==> src/rtl/ntc_thermistor_linearizer_unit_defines.svh <==
// Assertion shorthands shared by the linearizer modules.
`ifndef NTC_THERMISTOR_LINEARIZER_UNIT_DEFINES_SVH
`define NTC_THERMISTOR_LINEARIZER_UNIT_DEFINES_SVH

// Same-cycle implication.
`define NTCL_ASSERT_NOW(label, clk_s, rstn_s, ante, cons) \
	label: assert property (@(posedge clk_s) disable iff (!rstn_s) (ante) |-> (cons)) \
		else $error("ntcl assertion failed");

// Next-cycle implication.
`define NTCL_ASSERT_NEXT(label, clk_s, rstn_s, ante, cons) \
	label: assert property (@(posedge clk_s) disable iff (!rstn_s) (ante) |=> (cons)) \
		else $error("ntcl assertion failed");

`endif

==> src/rtl/ntcl_pkg.sv <==
package ntcl_pkg;

	localparam int ADC_BITS = 12;
	localparam int SAMPLES_PER_READING = 4;
	localparam int SAMPLE_FIELDS = 4;
	localparam int SamplesUsed = (SAMPLES_PER_READING > SAMPLE_FIELDS) ? SAMPLE_FIELDS :
		((SAMPLES_PER_READING < 1) ? 1 : SAMPLES_PER_READING);
	localparam int FULL_SCALE = (1 << ADC_BITS) - 1;
	localparam int RAIL_MARGIN = 8;

	localparam int LG_ITERS = 16;
	localparam int DIV_BITS = 54;
	localparam int CNT_W = 6;

	localparam logic [29:0] LN2_Q30 = 30'd744261118;
	localparam logic [14:0] T0_CENTI = 15'd29815;
	localparam logic [22:0] BETA_SCALE = 23'd6553600;
	localparam logic signed [56:0] ZERO_C_Q8 = 57'sd69926;
	localparam logic signed [15:0] LOW_LIMIT_Q8 = -16'sd14080;
	localparam logic signed [15:0] HIGH_LIMIT_Q8 = 16'sd32000;
	localparam logic signed [15:0] FAIL_Q8 = -16'sd32512;
	localparam logic signed [15:0] MAX_Q8 = 16'sd32767;
	localparam logic signed [15:0] MIN_Q8 = -16'sd32768;

	localparam logic [19:0] SERIES_RST = 20'd10000;
	localparam logic [19:0] NOMINAL_RST = 20'd10000;
	localparam logic [13:0] BETA_RST = 14'd3950;

	typedef enum logic [2:0] {
		CFG_SERIES = 3'd0,
		CFG_NOMINAL = 3'd1,
		CFG_BETA = 3'd2,
		CFG_OFFSET = 3'd3,
		CFG_ALPHA = 3'd4,
		CFG_HIGH_SIDE = 3'd5
	} cfg_index_t;

	typedef struct packed {
		logic [11:0] sample_0;
		logic [11:0] sample_1;
		logic [11:0] sample_2;
		logic [11:0] sample_3;
	} in_item_t;

	typedef struct packed {
		logic [11:0] raw_average;
		logic signed [15:0] reading_q8;
		logic reading_ok;
		logic signed [15:0] temperature_q8;
		logic temperature_valid;
	} out_item_t;

	typedef enum logic [4:0] {
		OP_NONE,
		OP_LOAD,
		OP_LG_INIT,
		OP_LG_ITER,
		OP_LG_ACC,
		OP_LN_MUL,
		OP_LN_RND,
		OP_MUL_NUM,
		OP_MUL_BD,
		OP_MUL_LQ,
		OP_DEN,
		OP_DIV_INIT,
		OP_DIV_STEP,
		OP_FIN,
		OP_BL_MUL,
		OP_UPD,
		OP_OUT
	} op_t;

	typedef struct packed {
		op_t op;
		logic [1:0] lg_sel;
	} cmd_t;

	typedef struct packed {
		logic rail;
		logic den_zero;
		logic out_free;
	} status_t;

endpackage

==> src/rtl/ntcl_ctrl.sv <==
`include "ntc_thermistor_linearizer_unit_defines.svh"

module ntcl_ctrl
	import ntcl_pkg::*;
(
	input logic clk,
	input logic arst_n,
	input logic in_valid,
	output logic in_ready,
	input status_t status,
	output cmd_t cmd
);

	typedef enum logic [15:0] {
		S_IDLE = 16'h0001,
		S_LG_INIT = 16'h0002,
		S_LG_ITER = 16'h0004,
		S_LG_ACC = 16'h0008,
		S_LN_MUL = 16'h0010,
		S_LN_RND = 16'h0020,
		S_MUL_NUM = 16'h0040,
		S_MUL_BD = 16'h0080,
		S_MUL_LQ = 16'h0100,
		S_DEN = 16'h0200,
		S_DIV_INIT = 16'h0400,
		S_DIV = 16'h0800,
		S_FIN = 16'h1000,
		S_BL_MUL = 16'h2000,
		S_UPD = 16'h4000,
		S_DONE = 16'h8000
	} state_t;

	state_t state_q, state_d;
	logic [CNT_W-1:0] cnt_q, cnt_d;
	logic [1:0] sel_q, sel_d;
	op_t op;

	assign in_ready = (state_q == S_IDLE);
	assign cmd.op = op;
	assign cmd.lg_sel = sel_q;

	always_comb begin
		state_d = state_q;
		cnt_d = cnt_q;
		sel_d = sel_q;
		op = OP_NONE;
		case (state_q)
			S_IDLE: begin
				if (in_valid) begin
					op = OP_LOAD;
					sel_d = '0;
					state_d = S_LG_INIT;
				end
			end
			S_LG_INIT: begin
				if (status.rail) begin
					state_d = S_FIN;
				end else begin
					op = OP_LG_INIT;
					cnt_d = CNT_W'(LG_ITERS - 1);
					state_d = S_LG_ITER;
				end
			end
			S_LG_ITER: begin
				op = OP_LG_ITER;
				if (cnt_q == '0) begin
					state_d = S_LG_ACC;
				end else begin
					cnt_d = cnt_q - 1'b1;
				end
			end
			S_LG_ACC: begin
				op = OP_LG_ACC;
				if (sel_q == 2'd3) begin
					state_d = S_LN_MUL;
				end else begin
					sel_d = sel_q + 1'b1;
					state_d = S_LG_INIT;
				end
			end
			S_LN_MUL: begin
				op = OP_LN_MUL;
				state_d = S_LN_RND;
			end
			S_LN_RND: begin
				op = OP_LN_RND;
				state_d = S_MUL_NUM;
			end
			S_MUL_NUM: begin
				op = OP_MUL_NUM;
				state_d = S_MUL_BD;
			end
			S_MUL_BD: begin
				op = OP_MUL_BD;
				state_d = S_MUL_LQ;
			end
			S_MUL_LQ: begin
				op = OP_MUL_LQ;
				state_d = S_DEN;
			end
			S_DEN: begin
				op = OP_DEN;
				state_d = S_DIV_INIT;
			end
			S_DIV_INIT: begin
				// skip the divider when the denominator is zero
				if (status.den_zero) begin
					state_d = S_FIN;
				end else begin
					op = OP_DIV_INIT;
					cnt_d = CNT_W'(DIV_BITS - 1);
					state_d = S_DIV;
				end
			end
			S_DIV: begin
				op = OP_DIV_STEP;
				if (cnt_q == '0) begin
					state_d = S_FIN;
				end else begin
					cnt_d = cnt_q - 1'b1;
				end
			end
			S_FIN: begin
				op = OP_FIN;
				state_d = S_BL_MUL;
			end
			S_BL_MUL: begin
				op = OP_BL_MUL;
				state_d = S_UPD;
			end
			S_UPD: begin
				op = OP_UPD;
				state_d = S_DONE;
			end
			S_DONE: begin
				// hold until the output register can take the request
				if (status.out_free) begin
					op = OP_OUT;
					state_d = S_IDLE;
				end
			end
			default: begin
				state_d = S_IDLE;
			end
		endcase
	end

	always_ff @(posedge clk or negedge arst_n) begin
		if (!arst_n) begin
			state_q <= S_IDLE;
			cnt_q <= '0;
			sel_q <= '0;
		end else begin
			state_q <= state_d;
			cnt_q <= cnt_d;
			sel_q <= sel_d;
		end
	end

	`NTCL_ASSERT_NEXT(a_accept_starts, clk, arst_n, in_valid && in_ready, state_q == S_LG_INIT)
	`NTCL_ASSERT_NEXT(a_div_ends, clk, arst_n, state_q == S_DIV && cnt_q == '0, state_q == S_FIN)
	`NTCL_ASSERT_NOW(a_out_when_free, clk, arst_n, op == OP_OUT, status.out_free)

endmodule

==> config.mk <==
export PLATFORM = sky130hd
export DESIGN_NAME = ntcl_ctrl
export DESIGN_NICKNAME = d
export VERILOG_FILES = /design/src/rtl/ntcl_pkg.sv /design/src/rtl/ntcl_ctrl.sv
export VERILOG_INCLUDE_DIRS = /design/src /design/src/rtl
export SDC_FILE = /design/constraint.sdc
export NUM_CORES = 1
export LEC_CHECK = 0
export ABC_AREA = 1
export ABC_CLOCK_PERIOD_IN_PS = 4500
export BUFFER_PORTS_ARGS = -buffer_cell sky130_fd_sc_hd__clkbuf_2
export CAP_MARGIN = 25
export CORE_MARGIN = 2
export CORE_UTILIZATION = 64
export CTS_CLUSTER_SIZE = 16
export DETAILED_ROUTE_END_ITERATION = 7
export HOLD_SLACK_MARGIN = 0.06
export PLACE_DENSITY = 0.85
export SLEW_MARGIN = 20
export SYNTH_ARGS = -nofsm -noshare
export SYNTH_HDL_FRONTEND = slang
export SYNTH_SLANG_ARGS = --single-unit
==> constraint.sdc <==
create_clock -name clk -period 4.5 [get_ports clk]
set_input_delay 0.225 -clock clk [delete_from_list [all_inputs] [get_ports clk]]
set_output_delay 0.225 -clock clk [all_outputs]
set_load 0.01 [all_outputs]
==> PnR_summary.wiki <==
{| class="wikitable"
! Metric !! Value
|-
| Fraction of layout cells with a size suffix above 1 || between 10% and 20%
|-
| CP max stage cell || dfrtp_1
|-
| Total length of routed wires || ~3.2 mm
|-
| Warning count from the yosys run || 0
|-
| Status || finished clean
|-
| Clock Path Buffers || 2
|-
| Delay of the slowest cell on the worst path || ~0.46 ns
|-
| Type of the setup path with the least slack || register to output pin
|-
| Hold Crit Class || input port to register
|-
| Worst Setup Slack post-DPL || between 2 and 3 ns
|-
| Sequential element share of the synthesized area || between 30% and 40%
|-
| Actual slew at the worst max-slew pin || 0.580 ns
|-
| Final Worst Setup Slack || 2.27 ns
|-
| Clock slew at the register clock pins of the worst setup and hold paths || 0.13 ns
|-
| # Max-Cap Violations || 0
|-
| Final Wtd Congestion || between 0.8 and 0.9
|-
| Synth Area in Simple Gates || a little under half
|-
| Global router's overall resource usage || a little under a quarter
|-
| Total number of vias || ~1400
|-
| Filler cell count in the final layout || roughly 210
|-
| Total number of nets in the final design || about 250
|-
| Initial core utilization || 67.2%
|-
| Critical path peak fanout || 14
|-
| Compound-gate portion of the synthesized area || 4.81%
|-
| Clk Latency, worst-skew pair || 0.32 ns
|-
| Core occupancy in the finished layout || between 70% and 80%
|-
| Sequence of cells on the critical path || nor2_4, nand2_4, nor2_8, nand2_4, or2_1, nand2_1, inv_1, nand4_1, clkbuf_2
|-
| Post-Syn Nets || 232
|-
| Post-synthesis share of cell area spent on full adders, half adders and majority gates || around 2.3%
|-
| Global-route track usage on met2 || 39.1%
|-
| Number of violations reported at the end of detailed-routing iteration 0 || 29
|-
| Data required time at the worst endpoint || about 4.3 ns
|-
| Worst EP arrival || between 2 and 2.5 ns
|-
| Max IR drop VDD || around 0.37 mV
|-
| Lkg Pwr || 1.05 nW
|-
| Global-route track usage on met3 || roughly 3.2%
|-
| Synthesis-to-layout area growth || 7.59%
|-
| Number of placed cells counting well taps || between 200 and 300
|-
| Largest family of logic cells by synthesized area || simple AND/OR/NAND/NOR gates
|-
| Number of register bits inferred by synthesis || 24
|-
| Mux contribution to synthesized area || 0%
|-
| Number of detailed-route iterations in the first pass || 6
|-
| Met1 Track Usage GR || between 30% and 40%
|-
| Fin Clk Skew || roughly 0.0026 ns
|-
| Clock Sinks || 24
|-
| Number of port buffers || 13
|-
| Setup Total Neg Slack || 0 ns
|-
| Cts bufs inserted || 3
|-
| Mapped Avg Cell Area || approximately 7.5 um2
|-
| First-pass GRT wire length || 5.04 mm
|-
| Number of non-filler instances in the completed layout || between 200 and 300
|-
| Count of final setup violators || 0
|-
| Xor-xnor portion of the synthesized cell area || between 2 and 2.5%
|-
| GR peak layer || met2
|-
| Post CTS Setup Buffer Count || 0
|-
| Critical Path Start Type || register
|-
| Cell area after technology mapping || roughly 1700 um2
|-
| Minimum clock period after layout || ~2.2 ns
|-
| Estimated wirelength of the detail-placed design || ~2.6 mm
|-
| Cell count after synthesis || 223
|-
| Number of top-level pins || 14
|-
| Average wire length per cell after detail routing || approximately 12 um
|-
| Number of global-route vias before repair || around 1200
|-
| Number of antenna violations at the first check in global routing || 0
|-
| # diodes || 0
|-
| Unrepaired setup endpoints after global routing || no
|-
| Detailed-route DRC error count || 0
|-
| Aggregate global routing overflow || 0
|-
| Worst-case headroom to the max-slew limit || approximately three fifths
|-
| CTS tree || yes
|-
| Number of hold violations in the final report || 0
|-
| Residual antenna-violating net count after detailed routing || 0
|-
| Maximum clock frequency || 448 MHz
|-
| Fin. max-slew vios || 0
|-
| Most frequent CP cell || nand2_4
|-
| Site row count || 18
|-
| Overall power of the completed layout || between 0.8 and 0.9 mW
|-
| H-tree Lvls || 1
|-
| Chip Width || approximately 55 um
|-
| Category of the worst setup path capture point || output pin
|-
| Die H || between 50 and 60 um
|-
| Maximum number of pins on one net before global-route repair || 25
|-
| Core footprint || 2480 um2
|-
| Tcrit/Tclk final || around half
|-
| Vias per Instance || between 5 and 6
|-
| Area of the die || roughly 3000 um2
|-
| PD cells || about 450 nW/um2
|-
| CTS root buffer || clkbuf_4
|-
| Number of library cell types mapped by synthesis || 30
|}
[metrics by stage]
stage               hold WS, ns  instance area (um2)
CTS                       0.179                 1790
finish                    0.179                 1790
global placement          0.243                 1750
floorplan               -0.0706                 1670
detailed placement        0.247                 1750
global route              0.187                 1790
[Yosys cell counts, drive strengths merged]
cell | count | area [um2]
nand2 | 68 | 329
nor2 | 47 | 249
inv | 29 | 109
nand3 | 26 | 140
dfrtp | 23 | 576
o21ai | 10 | 53.8
a21oi | 3 | 26.3
ha | 3 | 37.5
xnor2 | 3 | 26.3
buf | 2 | 22.5
nand3b | 2 | 27.5
nand4 | 2 | 18.8
clkinv | 1 | 3.75
dfstp | 1 | 26.3
nor3 | 1 | 5.00
or2 | 1 | 6.26
xor2 | 1 | 8.76
[final cells by class]
class	instances	area, um2	share of cell area, %
clock buffer	4	36.3	2.03
inverter	30	113	6.28
multi-input combinational	167	928	51.8
sequential	24	602	33.6
tap	30	37.5	2.09
timing repair buffer	14	75.1	4.19
[metal layers]
layer | routed length, um | vias up
li1 | - | 732
met1 | 1550 | 645
met2 | 1450 | 38
met3 | 132 | 6
met4 | 41 | 0
met5 | 0 | -
[critical path, delay by kind of cell (launching register included)]
kind | cells | cell delay [ns]
AND/OR/NAND/NOR | 7 | 1.03
buffers and inverters | 2 | 0.20
flip-flops | 1 | 0.46
[placed cells by master, fill, tap and decap left out, types with 2 or more instances in the layout]
| cell | n |
|---|---|
| nand2_1 | 58 |
| nor2_1 | 35 |
| inv_1 | 29 |
| nand3_1 | 24 |
| dfrtp_1 | 23 |
| clkbuf_2 | 13 |
| nor2_2 | 7 |
| nand2_4 | 7 |
| o21ai_0 | 6 |
| nor2_4 | 3 |
| o21ai_1 | 3 |
| xnor2_1 | 3 |
| ha_1 | 3 |
| clkbuf_4 | 3 |
| nor2_8 | 2 |
| nand2_2 | 2 |
| a21oi_1 | 2 |
| nand3_2 | 2 |
[timing repair]
action | CTS | global route
hold endpoints to repair | 23 | 0
hold buffers | 1 | 0
resized for setup | 0 | 0
[final timing paths]
path / from / to / slack, ns / depth (start not counted)
max in group asynchronous: arst_n / state_q[2] / 3.70 / 2
min in group asynchronous: arst_n / sel_q[0] / 0.41 / 2
worst min-delay path: in_valid / state_q[0] / 0.18 / 3
worst max-delay path: state_q[5] / cmd[3] / 2.27 / 9
worst min register to register: sel_q[0] / sel_q[0] / 0.51 / 1
worst max register to register: state_q[10] / cnt_q[4] / 2.76 / 8
[flip-flops by register name, indices dropped and copies added, names as in the netlist]
signal,cells
state_q,16
cnt_q,6
sel_q,2
[where the power goes]
group | leakage [nW] | internal (mW) | switching (mW)
sequential | 0.321 | 0.259 | 0.0333
combinational | 0.708 | 0.141 | 0.262
clock | 0.0210 | 0.0496 | 0.0656
total | 1.05 | 0.449 | 0.361
[logic make-up after synthesis]
logic type	after synthesis
adders and majority gates	3
and+or+nand+nor	147
xor gates and xnor gates	4
DFF	24
buffers and inverters	32
AOI/OAI and AO/OA	13
(Power assumes the default switching activity.)
